## src/hdl/sdep_pkg.sv

```systemverilog
// Shared types and constants for the serial decimal entry parser.
// Holds the character codes, parse phase and result burst descriptor.
// No dependencies.
`default_nettype none

package sdep_pkg;

	localparam logic [7:0] CH_CR    = 8'h0D;
	localparam logic [7:0] CH_LF    = 8'h0A;
	localparam logic [7:0] CH_PLUS  = 8'h2B;
	localparam logic [7:0] CH_MINUS = 8'h2D;
	localparam logic [7:0] CH_QMARK = 8'h3F;

	localparam int OUT_VALUE_BITS = 16;

	typedef enum logic [1:0] {
		PH_SKIP   = 2'd0,
		PH_DIGITS = 2'd1,
		PH_STOP   = 2'd2
	} phase_t;

	typedef enum logic [1:0] {
		BK_ECHO = 2'd0,
		BK_DONE = 2'd1,
		BK_BAD  = 2'd2
	} burst_kind_t;

	typedef struct packed {
		burst_kind_t                       kind;
		logic [7:0]                        echo;
		logic signed [OUT_VALUE_BITS-1:0]  value;
	} burst_t;

endpackage

`default_nettype wire

```

## src/hdl/sdep_if.sv

```systemverilog
// Valid/ready channel interfaces for the serial decimal entry parser.
// Depends on sdep_pkg for the value width.
`default_nettype none

interface sdep_rx_if;
	logic       valid;
	logic       ready;
	logic [7:0] rx_byte;

	modport source (output valid, output rx_byte, input ready);
	modport sink (input valid, input rx_byte, output ready);
endinterface

interface sdep_tx_if;
	logic                                      valid;
	logic                                      ready;
	logic [7:0]                                tx_byte;
	logic                                      last;
	logic                                      entry_done;
	logic                                      bad_entry;
	logic signed [sdep_pkg::OUT_VALUE_BITS-1:0] value;

	modport source (output valid, output tx_byte, output last, output entry_done,
		output bad_entry, output value, input ready);
	modport sink (input valid, input tx_byte, input last, input entry_done,
		input bad_entry, input value, output ready);
endinterface

`default_nettype wire

```

## src/hdl/sdep_emit.sv

```systemverilog
// Result emitter: two-deep burst buffer; one tx request per cycle while tx.ready.
// Depends on sdep_pkg and sdep_tx_if.
`default_nettype none

module sdep_emit (
	input  wire logic             clk,
	input  wire logic             arst_n,
	input  wire logic             push_valid,
	output logic                  push_ready,
	input  wire sdep_pkg::burst_t push_burst,
	sdep_tx_if.source             tx
);

	sdep_pkg::burst_t head_q;
	sdep_pkg::burst_t tail_q;
	logic             head_vld_q;
	logic             tail_vld_q;
	logic [1:0]       idx_q;

	logic push;
	logic out_fire;
	logic pop;

	assign push_ready = !tail_vld_q;
	assign push       = push_valid && push_ready;
	assign out_fire   = tx.valid && tx.ready;
	assign pop        = out_fire && tx.last;

	always_comb begin
		tx.valid      = head_vld_q;
		tx.tx_byte    = head_q.echo;
		tx.last       = 1'b0;
		tx.entry_done = 1'b0;
		tx.bad_entry  = 1'b0;
		tx.value      = '0;
		case (idx_q)
			2'd0: begin
				tx.tx_byte = head_q.echo;
				tx.last    = (head_q.kind == sdep_pkg::BK_ECHO);
			end
			2'd1: begin
				tx.tx_byte = sdep_pkg::CH_LF;
			end
			2'd2: begin
				tx.tx_byte = sdep_pkg::CH_CR;
				if (head_q.kind == sdep_pkg::BK_DONE) begin
					tx.last       = 1'b1;
					tx.entry_done = 1'b1;
					tx.value      = head_q.value;
				end
			end
			default: begin
				tx.tx_byte    = sdep_pkg::CH_QMARK;
				tx.last       = 1'b1;
				tx.entry_done = 1'b1;
				tx.bad_entry  = 1'b1;
			end
		endcase
	end

	always_ff @(posedge clk or negedge arst_n) begin
		if (!arst_n) begin
			head_vld_q <= 1'b0;
			tail_vld_q <= 1'b0;
			idx_q      <= 2'd0;
		end else begin
			if (out_fire) begin
				idx_q <= tx.last ? 2'd0 : 2'(idx_q + 2'd1);
			end
			if (pop) begin
				if (tail_vld_q) begin
					tail_vld_q <= 1'b0;
				end else if (!push) begin
					head_vld_q <= 1'b0;
				end
			end else if (push) begin
				if (!head_vld_q) begin
					head_vld_q <= 1'b1;
				end else begin
					tail_vld_q <= 1'b1;
				end
			end
		end
	end

	always_ff @(posedge clk) begin
		if (pop) begin
			if (tail_vld_q) begin
				head_q <= tail_q;
			end else if (push) begin
				head_q <= push_burst;
			end
		end else if (push) begin
			if (!head_vld_q) begin
				head_q <= push_burst;
			end else begin
				tail_q <= push_burst;
			end
		end
	end

	a_tail_needs_head: assert property (@(posedge clk) disable iff (!arst_n)
		tail_vld_q |-> head_vld_q)
		else $error("tail buffer holds a burst while head is empty");

	a_idx_only_multi: assert property (@(posedge clk) disable iff (!arst_n)
		idx_q != 2'd0 |-> head_vld_q && head_q.kind != sdep_pkg::BK_ECHO)
		else $error("burst index advanced on an echo-only burst");

	a_idx3_bad: assert property (@(posedge clk) disable iff (!arst_n)
		idx_q == 2'd3 |-> head_q.kind == sdep_pkg::BK_BAD)
		else $error("question mark slot reached on a non-rejected burst");

	a_value_on_done: assert property (@(posedge clk) disable iff (!arst_n)
		tx.valid && tx.value != '0 |-> tx.entry_done && !tx.bad_entry)
		else $error("nonzero value outside a finished entry");

	a_stall_keeps_idx: assert property (@(posedge clk) disable iff (!arst_n)
		tx.valid && !tx.ready |=> $stable(idx_q))
		else $error("burst index moved while the output was stalled");

endmodule

`default_nettype wire

```

## src/hdl/serial_decimal_entry_parser.sv

```systemverilog
// Serial decimal entry parser top level: entry state, atoi-style parse, result bursts.
// Each accepted request is registered as a burst, sent on tx after any earlier bursts.
// Throughput: one request per cycle while the two-burst buffer has room; each request
// yields 1, 3 or 4 tx requests, one per cycle while tx is ready; tx sets the rate.
// Reset: asynchronous; clears the entry state and empties the result buffer.
// Depends on sdep_pkg, sdep_if and sdep_emit.
`default_nettype none

module serial_decimal_entry_parser #(
	parameter int MAX_UNSIGNED_CHARS = 5,
	parameter int MAX_SIGNED_CHARS   = 6,
	parameter int VALUE_BITS         = 16
) (
	input  wire logic clk,
	input  wire logic arst_n,
	sdep_rx_if.sink   rx,
	sdep_tx_if.source tx
);

	localparam logic [2:0] MaxU = 3'(MAX_UNSIGNED_CHARS);
	localparam logic [2:0] MaxS = 3'(MAX_SIGNED_CHARS);

	logic [2:0]            count_q;
	logic                  first_sign_q;
	sdep_pkg::phase_t      phase_q;
	logic                  neg_q;
	logic [VALUE_BITS-1:0] acc_q;

	logic [2:0]            count_d;
	logic                  first_sign_d;
	sdep_pkg::phase_t      phase_d;
	logic                  neg_d;
	logic [VALUE_BITS-1:0] acc_d;

	logic [7:0]            c;
	logic                  is_digit;
	logic                  is_space;
	logic                  is_sign;
	logic                  too_long;
	logic [VALUE_BITS-1:0] mag;
	sdep_pkg::burst_t      burst;
	logic                  accept;

	assign c        = rx.rx_byte;
	assign accept   = rx.valid && rx.ready;
	assign is_digit = c inside {[8'h30:8'h39]};
	assign is_space = c inside {8'h20, [8'h09:8'h0D]};
	assign is_sign  = (c == sdep_pkg::CH_PLUS) || (c == sdep_pkg::CH_MINUS);
	assign too_long = ((count_q == MaxU) && !first_sign_q) || (count_q >= MaxS);
	assign mag      = neg_q ? VALUE_BITS'(-acc_q) : acc_q;

	always_comb begin
		count_d      = count_q;
		first_sign_d = first_sign_q;
		phase_d      = phase_q;
		neg_d        = neg_q;
		acc_d        = acc_q;
		burst.echo   = c;
		burst.kind   = sdep_pkg::BK_ECHO;
		burst.value  = '0;
		if (c == sdep_pkg::CH_CR) begin
			burst.kind   = sdep_pkg::BK_DONE;
			burst.value  = sdep_pkg::OUT_VALUE_BITS'(signed'(mag));
			count_d      = 3'd0;
			first_sign_d = 1'b0;
			phase_d      = sdep_pkg::PH_SKIP;
			neg_d        = 1'b0;
			acc_d        = '0;
		end else if (too_long) begin
			burst.kind   = sdep_pkg::BK_BAD;
			count_d      = 3'd0;
			first_sign_d = 1'b0;
			phase_d      = sdep_pkg::PH_SKIP;
			neg_d        = 1'b0;
			acc_d        = '0;
		end else begin
			if (count_q == 3'd0) begin
				first_sign_d = is_sign;
			end
			count_d = 3'(count_q + 3'd1);
			if (phase_q == sdep_pkg::PH_SKIP && is_space) begin
				phase_d = phase_q;
			end else if (phase_q == sdep_pkg::PH_SKIP && is_sign) begin
				neg_d   = (c == sdep_pkg::CH_MINUS);
				phase_d = sdep_pkg::PH_DIGITS;
			end else if (phase_q != sdep_pkg::PH_STOP && is_digit) begin
				acc_d   = VALUE_BITS'((acc_q << 3) + (acc_q << 1) + VALUE_BITS'(c[3:0]));
				phase_d = sdep_pkg::PH_DIGITS;
			end else begin
				phase_d = sdep_pkg::PH_STOP;
			end
		end
	end

	always_ff @(posedge clk or negedge arst_n) begin
		if (!arst_n) begin
			count_q      <= 3'd0;
			first_sign_q <= 1'b0;
			phase_q      <= sdep_pkg::PH_SKIP;
			neg_q        <= 1'b0;
			acc_q        <= '0;
		end else if (accept) begin
			count_q      <= count_d;
			first_sign_q <= first_sign_d;
			phase_q      <= phase_d;
			neg_q        <= neg_d;
			acc_q        <= acc_d;
		end
	end

	sdep_emit u_emit (
		.clk        (clk),
		.arst_n     (arst_n),
		.push_valid (rx.valid),
		.push_ready (rx.ready),
		.push_burst (burst),
		.tx         (tx)
	);

	a_count_bound: assert property (@(posedge clk) disable iff (!arst_n)
		count_q <= MaxS)
		else $error("character count ran past the signed limit");

	a_neg_needs_sign: assert property (@(posedge clk) disable iff (!arst_n)
		neg_q |-> phase_q != sdep_pkg::PH_SKIP)
		else $error("negative flag set without a taken sign");

	a_cr_clears: assert property (@(posedge clk) disable iff (!arst_n)
		accept && c == sdep_pkg::CH_CR |=> count_q == 3'd0 && acc_q == '0)
		else $error("entry state not cleared after carriage return");

endmodule

`default_nettype wire

```

## src/flat_wrapper.sv

```systemverilog
// flat-port wrapper written by rule: the top's interface ports become plain ports
module serial_decimal_entry_parser_flat 
#(
	parameter int MAX_UNSIGNED_CHARS = 5,
	parameter int MAX_SIGNED_CHARS   = 6,
	parameter int VALUE_BITS         = 16
)
  (clk, arst_n, rx_valid, rx_rx_byte, rx_ready, tx_valid, tx_tx_byte, tx_last, tx_entry_done, tx_bad_entry, tx_value, tx_ready);
  sdep_rx_if rx_i ();
  sdep_tx_if tx_i ();
  input  wire logic clk;
  input  wire logic arst_n;
  input wire logic [$bits(rx_i.valid)-1:0] rx_valid;
  input wire logic [$bits(rx_i.rx_byte)-1:0] rx_rx_byte;
  output wire logic [$bits(rx_i.ready)-1:0] rx_ready;
  output wire logic [$bits(tx_i.valid)-1:0] tx_valid;
  output wire logic [$bits(tx_i.tx_byte)-1:0] tx_tx_byte;
  output wire logic [$bits(tx_i.last)-1:0] tx_last;
  output wire logic [$bits(tx_i.entry_done)-1:0] tx_entry_done;
  output wire logic [$bits(tx_i.bad_entry)-1:0] tx_bad_entry;
  output wire logic [$bits(tx_i.value)-1:0] tx_value;
  input wire logic [$bits(tx_i.ready)-1:0] tx_ready;
  assign rx_i.valid = rx_valid;
  assign rx_i.rx_byte = rx_rx_byte;
  assign rx_ready = rx_i.ready;
  assign tx_valid = tx_i.valid;
  assign tx_tx_byte = tx_i.tx_byte;
  assign tx_last = tx_i.last;
  assign tx_entry_done = tx_i.entry_done;
  assign tx_bad_entry = tx_i.bad_entry;
  assign tx_value = tx_i.value;
  assign tx_i.ready = tx_ready;
  serial_decimal_entry_parser #(.MAX_UNSIGNED_CHARS(MAX_UNSIGNED_CHARS), .MAX_SIGNED_CHARS(MAX_SIGNED_CHARS), .VALUE_BITS(VALUE_BITS)) u_core (.clk(clk), .arst_n(arst_n), .rx(rx_i), .tx(tx_i));
endmodule
```

## config.mk

```make
export PLATFORM = sky130hd
export DESIGN_NAME = serial_decimal_entry_parser_flat
export DESIGN_NICKNAME = d
export VERILOG_FILES = /design/src/hdl/sdep_pkg.sv /design/src/hdl/sdep_if.sv /design/src/hdl/sdep_emit.sv /design/src/hdl/serial_decimal_entry_parser.sv /design/src/flat_wrapper.sv
export SDC_FILE = /design/constraint.sdc
export NUM_CORES = 1
export LEC_CHECK = 0
export ABC_CLOCK_PERIOD_IN_PS = 11100
export BUFFER_PORTS_ARGS = -buffer_cell sky130_fd_sc_hd__buf_4
export CAP_MARGIN = 10
export CORE_ASPECT_RATIO = 0.9
export CORE_MARGIN = 2
export CORE_UTILIZATION = 60
export DETAILED_ROUTE_END_ITERATION = 8
export MAX_ROUTING_LAYER = met4
export PLACE_DENSITY = 0.8
export SYNTH_ARGS = -nofsm -noshare
export SYNTH_HDL_FRONTEND = slang
export SYNTH_SLANG_ARGS = --single-unit
```

## constraint.sdc

```tcl
create_clock -name clk -period 11.1 [get_ports clk]
set_input_delay 1.665 -clock clk [delete_from_list [all_inputs] [get_ports clk]]
set_output_delay 1.665 -clock clk [all_outputs]
set_load 0.03 [all_outputs]
```

* After elaboration in Yosys (flattened, before gate mapping)
Cells that the tools add are included.
** Word-level totals
- Output and inout bits :: 29
- Flip-flop bits (word level) :: 79
** Cells by class
- Bitwise logic cells :: 1
- Muxes and demuxes :: 43
- Magnitude comparators :: 5
- Reduce and logical (&&, ||, !) cells :: 34
- Add/subtract/negate cells :: 5
- Eq/ne operators :: 14
** Operators by type and width (count)
- $mux 16 :: 9
- $mux 26 :: 5
- $eq 8x6->1 const B :: 3
- $pmux 8 s3 :: 1
- $add 16x16->16 :: 1
- $add 16x4->16 :: 1
- $mux 1 :: 16
- $mux 2 :: 8
- $neg 16->16 :: 1
- $reduce_and 3->1 :: 4
- $logic_and 1x1->1 :: 9
- $reduce_bool 3->1 :: 3
- $eq 8x4->1 const B :: 1
- $ge 8x4->1 const B :: 1
- $ge 8x6->1 const B :: 1
- $le 8x4->1 const B :: 1
- $le 8x6->1 const B :: 1
- $reduce_bool 2->1 :: 4
- $logic_not 2->1 :: 3
- $mux 3 :: 2
- $ne 2x2->1 const B :: 3
- $ne 3x1->1 const B :: 2
- $reduce_and 2->1 :: 3
- $eq 2x1->1 const B :: 2
- other kinds (15) :: 17

* Longest topological paths before layout
Gate-level depths: netlist of the first run.
- Word-level depth :: 8
- Depth in mapped cells :: 10

* Cells and area by module
From an unflattened synthesis of the first run, not the netlist that was laid out.
** Unflattened totals
- Cell total of the unflattened synthesis :: 424
- Area, all modules :: 4702.0 µm²
** Modules (own cells, without submodules)
- sdep_emit :: seq. area each 1661.6 µm², cells each 157, area each 2418.6 µm², times used 1
- serial_decimal_entry_parser :: seq. area each 575.6 µm², cells each 267, area each 2283.4 µm², times used 1

* Worst setup path before layout of the first run
Ideal clock, no wire load.
- Kind :: input port to flip-flop
- From :: input rx_valid
- To :: register u_core.u_emit.head_q[0] (netlist bit), enable pin
- Stages on the path :: 5
- Library setup time :: 0.449 ns
- Setup slack :: 6.231 ns
- Required time :: 10.651 ns
- Arrival :: 4.420 ns
- Buffers on the path :: 1
- Cell sequence :: nor2b_1 > clkbuf_1 > inv_1 > ha_1 > a211oi_1
** On the way
- Cells in the longest elaborated chain, start to end :: 3
** RTL lines
- start: declaration :: RTL line flat_wrapper.sv:13 : input wire logic [$bits(rx_i.valid)-1:0] rx_valid;
- $logic_and 1x1->1 (*) :: RTL line sdep_emit.sv:25 : assign push = push_valid && push_ready;
- $reduce_bool 2->1 (no line)
- $reduce_and 3->1 (no line) (*)
- end signal: assignment :: RTL line sdep_emit.sv:89 : head_q <= tail_q;
- end signal: assignment :: RTL line sdep_emit.sv:91 : head_q <= push_burst;
- end signal: assignment :: RTL line sdep_emit.sv:95 : head_q <= push_burst;
- end: declaration :: RTL line sdep_emit.sv:14 : sdep_pkg::burst_t head_q;
Mark *: on every way between the ends. The rest lies on a longest branch, timed or not.
A chain may end at the register's enable or synchronous reset.

* Final worst setup path of the first run
- From :: input rx_rx_byte[3]
- To :: register u_core.acc_q[14]
** On the way
- Cells in the longest elaborated chain, start to end :: 6
** RTL lines
- start: declaration :: RTL line flat_wrapper.sv:14 : input wire logic [$bits(rx_i.rx_byte)-1:0] rx_rx_byte;
- $add 16x4->16 (tied with other cells) :: RTL line serial_decimal_entry_parser.sv:87 : acc_d = VALUE_BITS'((acc_q << 3) + (acc_q << 1) + VALUE_BITS'(c[3:0]));
- $mux 16 or $logic_and 1x1->1 (tied branches) :: RTL line serial_decimal_entry_parser.sv:86, serial_decimal_entry_parser.sv:47
- $mux 16 or $reduce_bool 2->1 (tied branches) :: RTL line serial_decimal_entry_parser.sv:83, serial_decimal_entry_parser.sv:47
- $mux 16 or $logic_and 1x1->1 (tied branches) :: RTL line serial_decimal_entry_parser.sv:81 : if (phase_q == sdep_pkg::PH_SKIP && is_space) begin
- $mux 16 or $ne 3x1->1 (tied branches)
- $mux 16 or $reduce_and 4->1 (tied branches)
- end signal: assignment :: RTL line serial_decimal_entry_parser.sv:101 : acc_q <= '0;
- end signal: assignment :: RTL line serial_decimal_entry_parser.sv:107 : acc_q <= acc_d;
- end: declaration :: RTL line serial_decimal_entry_parser.sv:27 : logic [VALUE_BITS-1:0] acc_q;
Parallel ways exist; a longest one is shown, timed or not. The select of a mux whose other input is x is not followed.

==> results of run 1 <==
synth_stat cells, drive strengths merged, types with 4 or more instances:
library cell / number
ha: 36
edfxtp: 52
nor3: 6
nand3: 6
xor2: 20
inv: 22
mux2: 11
nand4: 4
and4: 4
clkbuf: 11
nor2: 29
nor2b: 4
buf: 5
o41ai: 6
and2: 22
or3: 6
o21ai: 33
dfrtp: 27
a21oi: 15
nand2: 70
a21o: 6
o31ai: 13
flip-flops by register name, indices dropped and copies added (netlist names):
signal,flops
u_core.acc_q,16
u_core.count_q,3
u_core.first_sign_q,1
u_core.neg_q,1
u_core.phase_q,2
u_core.u_emit.head_q,26
u_core.u_emit.idx_q,2
u_core.u_emit.tail_q,26
u_core.u_emit.tail_vld_q,1
u_core.u_emit.tx.valid,1
logic make-up after synthesis:
| logic type | Yosys count | share of synthesized area |
|---|---|---|
| buffers and inverters | 38 | 0.0322 |
| AO/OA/AOI/OAI | 100 | 0.150 |
| multiplexers | 14 | 0.0324 |
| AND/OR/NAND/NOR | 164 | 0.168 |
| XOR/XNOR | 23 | 0.0425 |
| flip-flops | 79 | 0.472 |
| adder cells (fa/ha/maj) | 38 | 0.103 |
cells in the final DEF (no fill, tap or decap), drive strengths merged, types with 6 or more instances in the layout:
cell type and instances:
or3 6, edfxtp 52, o21ai 33, o31ai 13, mux2 11, inv 24, a21oi 15, a21o 6
ha 36, dfrtp 27, buf 42, nor2 29, nand2 70, clkbuf 10, and2 22, xor2 20
o41ai 6, nor3 6, nand3 6
routing by layer:
metal  vias up  share of wire
met4         0          0.015
met5         -              0
met1      1693           0.48
li1       1737              -
met3        11          0.038
met2        79           0.47
critical path: cells and delay by family:
kind	cells	cell delay [ns]
buf+inv	3	0.26
compound gates	3	0.80
fa+ha+maj	2	1.02
simple gates	2	0.54
worst paths after layout:
kind | start | slack, ns | cells after the start | endpoint
min in group asynchronous | arst_n | 1.23 | 1 | u_core.phase_q[0]$_DFFE_PN0P_
worst min-delay path | u_core.first_sign_q$_DFFE_PN0P_ | 0.51 | 1 | u_core.first_sign_q$_DFFE_PN0P_
worst min register to register | u_core.first_sign_q$_DFFE_PN0P_ | 0.51 | 1 | u_core.first_sign_q$_DFFE_PN0P_
worst max-delay path | rx_rx_byte[3] | 7.05 | 10 | u_core.acc_q[14]$_DFFE_PN0P_
worst max register to register | u_core.u_emit.idx_q[0]$_DFFE_PN0P_ | 7.93 | 6 | u_core.u_emit.head_q[3]$_DFFE_PP_
max in group asynchronous | arst_n | 9.58 | 1 | u_core.u_emit.idx_q[1]$_DFFE_PN0P_
area by class of cell:
type | count | area, um^2
multi-input combinational | 339 | 2380
fill | 565 | 2260
sequential | 79 | 2240
timing repair buffer | 42 | 319
clock buffer | 10 | 128
tap | 96 | 120
clock inverter | 6 | 92.6
inverter | 22 | 82.6
metrics by stage:
stage / worst slack (ns) / power [W]
after floorplan: 6.23 / 0.000815
after global placement: 6.78 / 0.000930
after detailed placement: 6.74 / 0.000952
after CTS: 7.09 / 0.00119
after global routing: 6.92 / 0.00126
final: 7.05 / 0.00119
power groups by stage:
stage / sequential (W) / combinational [W] / clock, W
3_5_place_dp: 0.000434 / 0.000518 / 0
2_1_floorplan: 0.000415 / 0.000400 / 0
6_report: 0.000429 / 0.000524 / 0.000235
5_1_grt: 0.000436 / 0.000577 / 0.000250
3_3_place_gp: 0.000431 / 0.000500 / 0
4_1_cts: 0.000428 / 0.000521 / 0.000237
==> summary.md, run 1 <==
| Metric | Value |
|---|---|
| CTS-repair resized insts | 0 |
| Max-cap violations | 0 |
| Comb pwr share | 0.441 |
| Seq/Total Area, Yosys | 0.472 |
| Clock power frac | 0.198 |
| DIE AREA | approximately 8600 um^2 |
| Worst IR drop on VDD | 0.132 mV |
| Fin. Hold Viols | 0 |
| WS Path Type | input pin to register |
| Final wirelength | 9.26 mm |
| Top_reg_cell synth | edfxtp_1 |
| Cells along the critical path | buf_4 -> inv_1 -> fa_1 -> inv_1 -> fa_1 -> a211oi_1 -> o21ai_0 -> and4_1 -> or3_1 -> a32o_1 |
| Detail Placement HPWL | around 6.8 mm |
| Per-cell routed wire length | 15.6 um |
| Final Skew | 0.0142 ns |
| Pleak | 2.40 nW |
| Synth Net Count | 506 |
| CP Launch Type | input pin |
| Met1 Track Usage GR | 0.334 |
| GR Overflow Total | 0 |
| Hold WS | 0.512 ns |
| Die span in y | a little under 90 um |
| Skew-Pair Late Insertion Delay | 0.34 ns |
| Final Util | 0.703 |
| Met2 GRT Util | 0.379 |
| Sw frac | 0.402 |
| Final GP Congestion | 0.959 |
| Post-CTS Setup Bufs | 0 |
| Setup violations, final | 0 |
| # DRC | 0 |
| Inst Count DP | approximately 580 |
| Initial Utilization | 0.623 |
| Fmax | 247 MHz |
| Syn Std Cell Area | around 4700 um^2 |
| Worst min-delay path category | register to register |
| Grt peak-use layer | met2 |
| Max_slew headroom | 0.213 |
| Sequential share of power | 0.361 |
| Layout net count | about 540 |
| Diode count | 0 |
| Io pins | 41 |
| Clock tree buffer depth | 2 |
| Yosys top cell by area | edfxtp_1 |
| Net Switching | 0.000478 W |
| ANT nets after route | 0 |
| Sink Count | 79 |
| Fin cells | about 590 |
| Synth warn | 0 |
| Vias | 3520 |
| Pins over their slew limit | 0 |
| Number of global-route vias before repair | 3276 |
| Worst slew pin tran | 1.18 ns |
| Synth top area share | 0.329 |
| CTS root buf | clkbuf_8 |
| Total Neg Setup Slack | 0 ns |
| Die Span X | 97.7 um |
| FF+latch count, synth | 79 |
| Hold buffer count at CTS | 0 |
| Initial antenna violation count | 0 |
| TritonRoute pass-1 iters | 4 |
| FP Rows | 30 |
| Status | finished clean |
| Crit-path max cell delay | 0.53 ns |
| Yosys cell types | 59 |
| Initial DRC Count | 257 |
| Clock-pin slew on the worst setup and hold paths | 0.08 ns |
| Critical path peak fanout | 8 |
| Total core area | 7620 um^2 |
| Cell count after synthesis | 456 |
| Critical Path RT | 11.33 ns |
| Post-Syn Area per Cell | 10.4 um^2 |
| Minimum clock period | approximately 4 ns |
| Inserted Clock Buffers | 9 |
| Top post-synthesis cells by area | edfxtp_1 (33%), dfrtp_1 (14%), ha_1 (9.5%) |
| IO buf count | 40 |
| Critical Path End Type | register |
| Async set-reset flop share out of synthesis | 0.342 |
| CTS tree | done |
| Post-DP Area | between 5000 and 6000 um^2 |
| Pint | a little over 0.0007 W |
| Largest net degree at the start of global routing | 28 |
| Overall Global Routing Usage | 0.239 |
| Final Cycle Share | 0.365 |
| Fin area | 5360 um^2 |
| First-pass GRT wire length | around 16 mm |
| Area Overhead vs Synth | 12.9% |
| Met3 usage | 0.0348 |
| Slowest CP cell | fa_1 |
| Number of flops mapped to enable cells by yosys | between 50 and 60 |
| RSZ-0062 raised after global routing | false |
| Crit path DAT | 4.28 ns |
| Fraction of layout cells with a size suffix above 1 | 0.165 |
| Vias per Instance | 5.93 |
| Power per cell area | around 220 nW/um^2 |
| H-tree depth | 3 |
Power figures use the tool's default switching activity.
==> run 2, diff against run 1 <==
--- a/config.mk
+++ b/config.mk
@@ -5,7 +5,8 @@
 export SDC_FILE = /design/constraint.sdc
 export NUM_CORES = 1
 export LEC_CHECK = 0
-export ABC_CLOCK_PERIOD_IN_PS = 11100
+export ABC_AREA = 1
+export ABC_CLOCK_PERIOD_IN_PS = 3850
 export BUFFER_PORTS_ARGS = -buffer_cell sky130_fd_sc_hd__buf_4
 export CAP_MARGIN = 10
 export CORE_ASPECT_RATIO = 0.9
==> constraint.sdc (replaced) <==
create_clock -name clk -period 3.85 [get_ports clk]
set_input_delay 0.5775 -clock clk [delete_from_list [all_inputs] [get_ports clk]]
set_output_delay 0.5775 -clock clk [all_outputs]
set_load 0.03 [all_outputs]
==> run 2 against run 1 <==
  * Wire length up 15%
  * Global-route usage up 1.8 points
  * Critical path depth unchanged
  * Non-clock buffer count up 1
  * Critical path type is now register to register
  * Sequential share of layout area down 1.7 points
  * Clock skew down 0.0054 ns
  * Highest routed layer unchanged
  * First-iteration DRC count up 42%
  * Hold slack worse by 0.39 ns
  * Sequential power rose to 3.0 times the previous value
==> summary.md, run 2 <==
| Metric | Value |
|---|---|
| Top post-synthesis cells by area | edfxtp_1 (31%), dfrtp_1 (13%), nand2_1 (13%) |
| Vias | 4133 |
| Post-Syn Area per Cell | 8.15 um^2 |
| Synth Net Count | 667 |
| CTS tree | done |
| FF+latch count, synth | around 80 |
| # DRC | 0 |
| Max_slew headroom | 0.591 |
| CTS root buf | clkbuf_8 |
| Max layer used | met4 |
| RSZ-0062 raised after global routing | false |
| Overall Global Routing Usage | 0.257 |
| GR Overflow Total | 0 |
| Fin. Hold Viols | 0 |
| Area of the multi-input gates | 2370 um^2 |
| Worst r2r path cells | 10 |
| Worst IR drop on VDD | between 0.4 and 0.5 mV |
| Number of flops mapped to enable cells by yosys | 52 |
| H-tree depth | 3 |
| Inserted Clock Buffers | 9 |
| Initial antenna violation count | 0 |
| Largest net degree at the start of global routing | 28 |
| Crit path DAT | 2.69 ns |
| Inst Count DP | between 700 and 800 |
| Final wirelength | 10.6 mm |
| Die Span X | 101 um |
| R2r setup slk | between 1 and 1.5 ns |
| Dominant cell by count in the synthesized netlist | nand2_1 |
| Skew-Pair Late Insertion Delay | 0.36 ns |
| Post-DP Area | 5410 um^2 |
| Commonest cells post-synth | nand2_1 (176), inv_1 (84), nor2_1 (57) |
| Area Overhead vs Synth | 11.1% |
| Seq/Total Area, Yosys | 0.445 |
| Synth top area share | 0.311 |
| Hold buffer count at CTS | 0 |
| IO buf count | 40 |
| Final GP Congestion | 0.930 |
| Commonest non-fill, non-tap cell in the layout | nand2_1 |
| Per-cell routed wire length | roughly 14 um |
| Async set-reset flop share out of synthesis | 0.342 |
| Fin area | 5590 um^2 |
| Cell count after synthesis | a little over 600 |
| Setup violations, final | 0 |
| Worst min-delay path category | input pin to async pin |
| Critical Path End Type | register |
| Met2 WL | 5.07 mm |
| WS Path Type | register to register |
| Sequential Area | 2240 um^2 |
| Final Skew | around 0.0088 ns |
| Clock-pin slew on the worst setup and hold paths | 0.09 ns |
| Clock tree buffer depth | 2 |
| Hold WS | 0.119 ns |
| # fillers | 647 |
| FP Rows | 31 |
| Die span in y | 90.9 um |
| ANT nets after route | 0 |
| Syn Std Cell Area | roughly 5000 um^2 |
| Met3 WL post-DR | 542 um |
| Number of global-route vias before repair | 3968 |
| Top flop regs | u_core.u_emit.head_q (26), u_core.u_emit.tail_q (26), u_core.acc_q (16) |
| Worst r2r src | u_core.u_emit.idx_q[1]$_DFFE_PN0P_ |
| Critical path peak fanout | 18 |
| Minimum clock period | roughly 2.6 ns |
| Status | finished clean |
| Power per cell area | 650 nW/um^2 |
| Most frequent cells in the layout | nand2_1 (176), inv_1 (84), nor2_1 (57) |
| Fraction of layout cells with a size suffix above 1 | 0.138 |
| CTS-repair resized insts | 0 |
| Yosys top cell by area | edfxtp_1 |
| Yosys cell types | 38 |
| Io pins | 41 |
| Fin cells | 764 |
| Initial Utilization | 0.620 |
| Total core area | 8110 um^2 |
| Layout net count | 710 |
| First-pass GRT wire length | 18.2 mm |
| Synth warn | 0 |
| Detail Placement HPWL | 8.23 mm |
| DIE AREA | 9130 um^2 |
| Initial DRC Count | between 300 and 400 |
| Final Util | 0.689 |
| Final Cycle Share | 0.685 |
| Max-cap violations | 0 |
| Met1 wire length | 4.86 mm |
| Worst r2r dst | u_core.u_emit.head_q[5]$_DFFE_PP_ |
| Critical Path RT | 3.91 ns |
| CP Launch Type | register |
| Pleak | around 2.8 nW |
| Post-CTS Setup Bufs | 0 |
| TritonRoute pass-1 iters | 5 |
| Diode count | 0 |
| Sink Count | 79 |
| Worst slew pin tran | 0.607 ns |
| Top_reg_cell synth | edfxtp_1 |
| Vias per Instance | 5.41 |
| Pins over their slew limit | 0 |
| Fmax | ~380 MHz |
| Total Neg Setup Slack | 0 ns |
## run 2: changes by cell type in the layout (fill, tap and decap cells not counted), sizes merged, moves of 5 or more
cell,change
a21o,-5
and2,-22
inv,+70
mux2,-11
nand2,+109
nand3,+50
nand4,+7
nor2,+32
nor3,-5
o21ai,+11
o31ai,-13
o41ai,-6
or3,-6
xor2,-16
## run 2: how the worst max path moves through the flow
stage                                             startpoint                                 to  slack [ns]  cells after the start
after floorplan           u_core.u_emit.idx_q[1]$_DFFE_PN0P_  u_core.u_emit.head_q[0]$_DFFE_PP_        0.60                      8
after global placement                         rx_rx_byte[3]        u_core.acc_q[8]$_DFFE_PN0P_        1.23                     10
after detailed placement                       rx_rx_byte[3]        u_core.acc_q[8]$_DFFE_PN0P_        1.17                     10
after CTS                 u_core.u_emit.idx_q[1]$_DFFE_PN0P_  u_core.u_emit.head_q[5]$_DFFE_PP_        1.20                     10
after global routing      u_core.u_emit.idx_q[1]$_DFFE_PN0P_  u_core.u_emit.head_q[5]$_DFFE_PP_        1.00                     10
final                     u_core.u_emit.idx_q[1]$_DFFE_PN0P_  u_core.u_emit.head_q[5]$_DFFE_PP_        1.21                     10
## run 2: area by class of cell
class | instances | share of cell area
sequential | 79 | 0.401
inverter | 93 | 0.0627
multi-input combinational | 434 | 0.425
timing repair buffer | 43 | 0.0578
clock inverter | 7 | 0.0101
clock buffer | 9 | 0.0222
tap | 99 | 0.0222
## run 2: per-layer routing
metal  global-route usage  vias up
met5                    -        -
met1                0.332     1892
li1                     -     2099
met4               0.0742        0
met2                0.416      127
met3               0.0495       15
## run 2: worst max-delay path, cell delays in order, from the launching register on
cell,delay [ns]
dfrtp_1,0.42
inv_1,0.15
ha_1,0.36
nand2_1,0.11
nand3_2,0.11
nand2_2,0.12
ha_1,0.21
inv_1,0.06
o21ai_0,0.09
a21oi_2,0.36
buf_4,0.33
## run 2: stage by stage
step	power (W)	worst slack, ns
final	0.00363	1.21
after global routing	0.00391	1.00
after CTS	0.00364	1.20
after detailed placement	0.00307	1.17
after global placement	0.00298	1.23
after floorplan	0.00258	0.599
## run 2: kinds of logic (layout without fill, tap and decap cells)
group / count (synthesis) / after routing / share of synthesized area
xor+xnor: 9 / 9 / 0.0157
buf+inv: 104 / 152 / 0.0843
compound gates: 69 / 69 / 0.0786
fa+ha+maj: 38 / 38 / 0.0975
simple gates: 318 / 318 / 0.279
flops: 79 / 79 / 0.445
## run 2: where the power goes
group | switching, W | leakage [nW] | internal, W
combinational | 0.00116 | 1.92 | 0.000602
sequential | 0.000157 | 0.845 | 0.00115
clock | 0.000329 | 0.0854 | 0.000240
total | 0.00164 | 2.85 | 0.00199
==> run 3, diff against run 2 <==
--- a/config.mk
+++ b/config.mk
@@ -6,7 +6,7 @@
 export NUM_CORES = 1
 export LEC_CHECK = 0
 export ABC_AREA = 1
-export ABC_CLOCK_PERIOD_IN_PS = 3850
+export ABC_CLOCK_PERIOD_IN_PS = 2700
 export BUFFER_PORTS_ARGS = -buffer_cell sky130_fd_sc_hd__buf_4
 export CAP_MARGIN = 10
 export CORE_ASPECT_RATIO = 0.9
==> constraint.sdc (replaced) <==
create_clock -name clk -period 2.7 [get_ports clk]
set_input_delay 0.405 -clock clk [delete_from_list [all_inputs] [get_ports clk]]
set_output_delay 0.405 -clock clk [all_outputs]
set_load 0.03 [all_outputs]
==> run 3 against run 2 <==
  * Final cell count up 0.26%
  * Total power up 44%
  * Die area unchanged
  * Combinational power up 44%
  * Non-clock buffer count up 2
  * Design area up 0.76%
  * Global-route usage up 0.76 points
  * Clock-buffer cell count unchanged
  * Worst setup slack worse by 1.0 ns
  * Utilization up 0.52 points
  * First-iteration DRC count down 21%
  * Wire length up 0.15%
==> summary.md, run 3 (synthesis results as in run 2) <==
| Metric | Value |
|---|---|
| Status | finished clean |
| Post-CTS Setup Bufs | 0 |
| CP endpoint | u_core.acc_q[8]$_DFFE_PN0P_ |
| Max_slew headroom | 0.610 |
| R2r setup slk | 0.20 ns |
| CP top delay family | adder cells |
| Initial DRC Count | 287 |
| GR Overflow Total | 0 |
| ANT nets after route | 0 |
| FP Rows | 31 |
| Fin. Hold Viols | 0 |
| Critical Path End Type | register |
| WP buf/inv | 2 |
| Slowest CP cell | fa_1 |
| Crit-path max cell delay | 0.53 ns |
| Initial Utilization | 0.620 |
| Cells along the critical path | inv_1 -> fa_1 -> inv_1 -> fa_1 -> nand3_1 -> nand3_1 -> a21oi_1 -> xor2_1 -> o21ai_1 |
| Worst Slack Setup Final | 0.195 ns |
| WS Path Type | register to register |
| Detail Placement HPWL | 8.31 mm |
| Worst r2r path cells | 9 |
| Worst r2r dst | u_core.acc_q[8]$_DFFE_PN0P_ |
| Inserted Clock Buffers | 9 |
| Total Neg Setup Slack | 0 ns |
| Die Span X | 101 um |
| Most frequent cells in the layout | nand2_1 (176), inv_1 (84), nor2_1 (57) |
| Per-cell routed wire length | 13.9 um |
| Area Overhead vs Synth | 11.9% |
| Final GP Congestion | 0.958 |
| Commonest non-fill, non-tap cell in the layout | nand2_1 |
| Max-cap violations | 0 |
| Minimum clock period | 2.50 ns |
| Final Cycle Share | 0.928 |
| Vias per Instance | between 5 and 6 |
| DIE AREA | between 9000 and 10000 um^2 |
| Vias | 4149 |
| Pleak | 2.86 nW |
| Critical Path RT | 2.96 ns |
| Sink Count | roughly 80 |
| Fmax | 399 MHz |
| Clock tree buffer depth | 2 |
| Final wirelength | 10.7 mm |
| CTS tree | done |
| Worst IR drop on VDD | 0.591 mV |
| Critical path origin | u_core.acc_q[0]$_DFFE_PN0P_ |
| Clock-pin slew on the worst setup and hold paths | 0.09 ns |
| TritonRoute pass-1 iters | 5 |
| Worst min-delay path category | input pin to register |
| Pre-CTS setup slack | 0.184 ns |
| Setup violations, final | 0 |
| RSZ-0062 raised after global routing | false |
| CP Launch Type | register |
| WP depth | 9 |
| First-pass GRT wire length | 18.7 mm |
| Fraction of layout cells with a size suffix above 1 | 0.139 |
| Die span in y | between 90 and 100 um |
| Number of global-route vias before repair | 4139 |
| Diode count | 0 |
| Overall Global Routing Usage | 0.265 |
| Worst r2r src | u_core.acc_q[0]$_DFFE_PN0P_ |
| Hold path depth | 1 |
| Final Skew | around 0.012 ns |
| CTS-repair resized insts | 0 |
| Critical path peak fanout | 5 |
| Skew-Pair Late Insertion Delay | 0.37 ns |
| Worst slew pin tran | 0.585 ns |
| IO buf count | 40 |
| Total core area | 8110 um^2 |
| CTS root buf | clkbuf_8 |
| Pins over their slew limit | 0 |
| Initial antenna violation count | 0 |
| Io pins | 41 |
| Layout net count | 712 |
| Largest net degree at the start of global routing | 28 |
| # DRC | 0 |
| Power per cell area | 929 nW/um^2 |
| H-tree depth | 3 |
| Top flop regs | u_core.u_emit.head_q (26), u_core.u_emit.tail_q (26), u_core.acc_q (16) |
| Crit path DAT | ~2.8 ns |
[run 3: changes by cell type in the layout (fill, tap and decap cells not counted)]
cell           previous run  this run
dlygate4sd3_1             0         1
buf_12                    0         2
buf_4                    43        42
[run 3: worst reg2reg max path: stages (launching register included)]
cell and delay, ns:
dfrtp_1 0.42, inv_1 0.15, fa_1 0.53, inv_1 0.07, fa_1 0.49, nand3_1 0.12, nand3_1 0.15, a21oi_1 0.22
xor2_1 0.19, o21ai_1 0.07
[run 3: timing repair]
item | in CTS | in global routing
hold buffers | 1 | 0
hold endpoints to repair | 27 | 0
endpoints found under the setup margin | 0 | 0
[run 3: worst min-delay path by stage]
stage / from / end
after floorplan: arst_n / u_core.acc_q[0]$_DFFE_PN0P_
after global placement: arst_n / u_core.phase_q[1]$_DFFE_PN0P_
after detailed placement: arst_n / u_core.first_sign_q$_DFFE_PN0P_
after CTS: rx_rx_byte[7] / u_core.u_emit.tail_q[23]$_DFFE_PP_
after global routing: rx_rx_byte[7] / u_core.u_emit.tail_q[23]$_DFFE_PP_
final: rx_rx_byte[5] / u_core.u_emit.tail_q[21]$_DFFE_PP_
[run 3: routing by layer]
metal,vias up,global-route usage,share of wire
li1,2100,-,-
met5,-,-,0
met2,114,0.429,0.48
met1,1924,0.344,0.46
met3,11,0.0573,0.051
met4,0,0.0605,0.0086
[run 3: stage by stage]
step	util	hold slack, ns	total power, W	cells	area [um^2]
2_1_floorplan	-	0.109	0.00368	617	5030
3_3_place_gp	0.671	0.342	0.00430	749	5440
3_5_place_dp	0.671	0.348	0.00442	749	5440
4_1_cts	0.694	0.225	0.00524	766	5630
5_1_grt	0.694	0.221	0.00562	766	5630
6_report	0.694	0.233	0.00523	766	5630
[run 3: layout make-up]
| type | instances | area, um^2 |
|---|---|---|
| fill | 661 | 2480 |
| inverter | 93 | 350 |
| timing repair buffer | 45 | 365 |
| tap | 99 | 124 |
| clock inverter | 7 | 56.3 |
| multi-input combinational | 434 | 2370 |
| sequential | 79 | 2240 |
| clock buffer | 9 | 124 |
[run 3: power by group]
part	internal [W]	switching, W	total (W)
sequential	0.00164	0.000235	0.00187
clock	0.000343	0.000483	0.000826
combinational	0.000884	0.00165	0.00253
total	0.00286	0.00237	0.00523
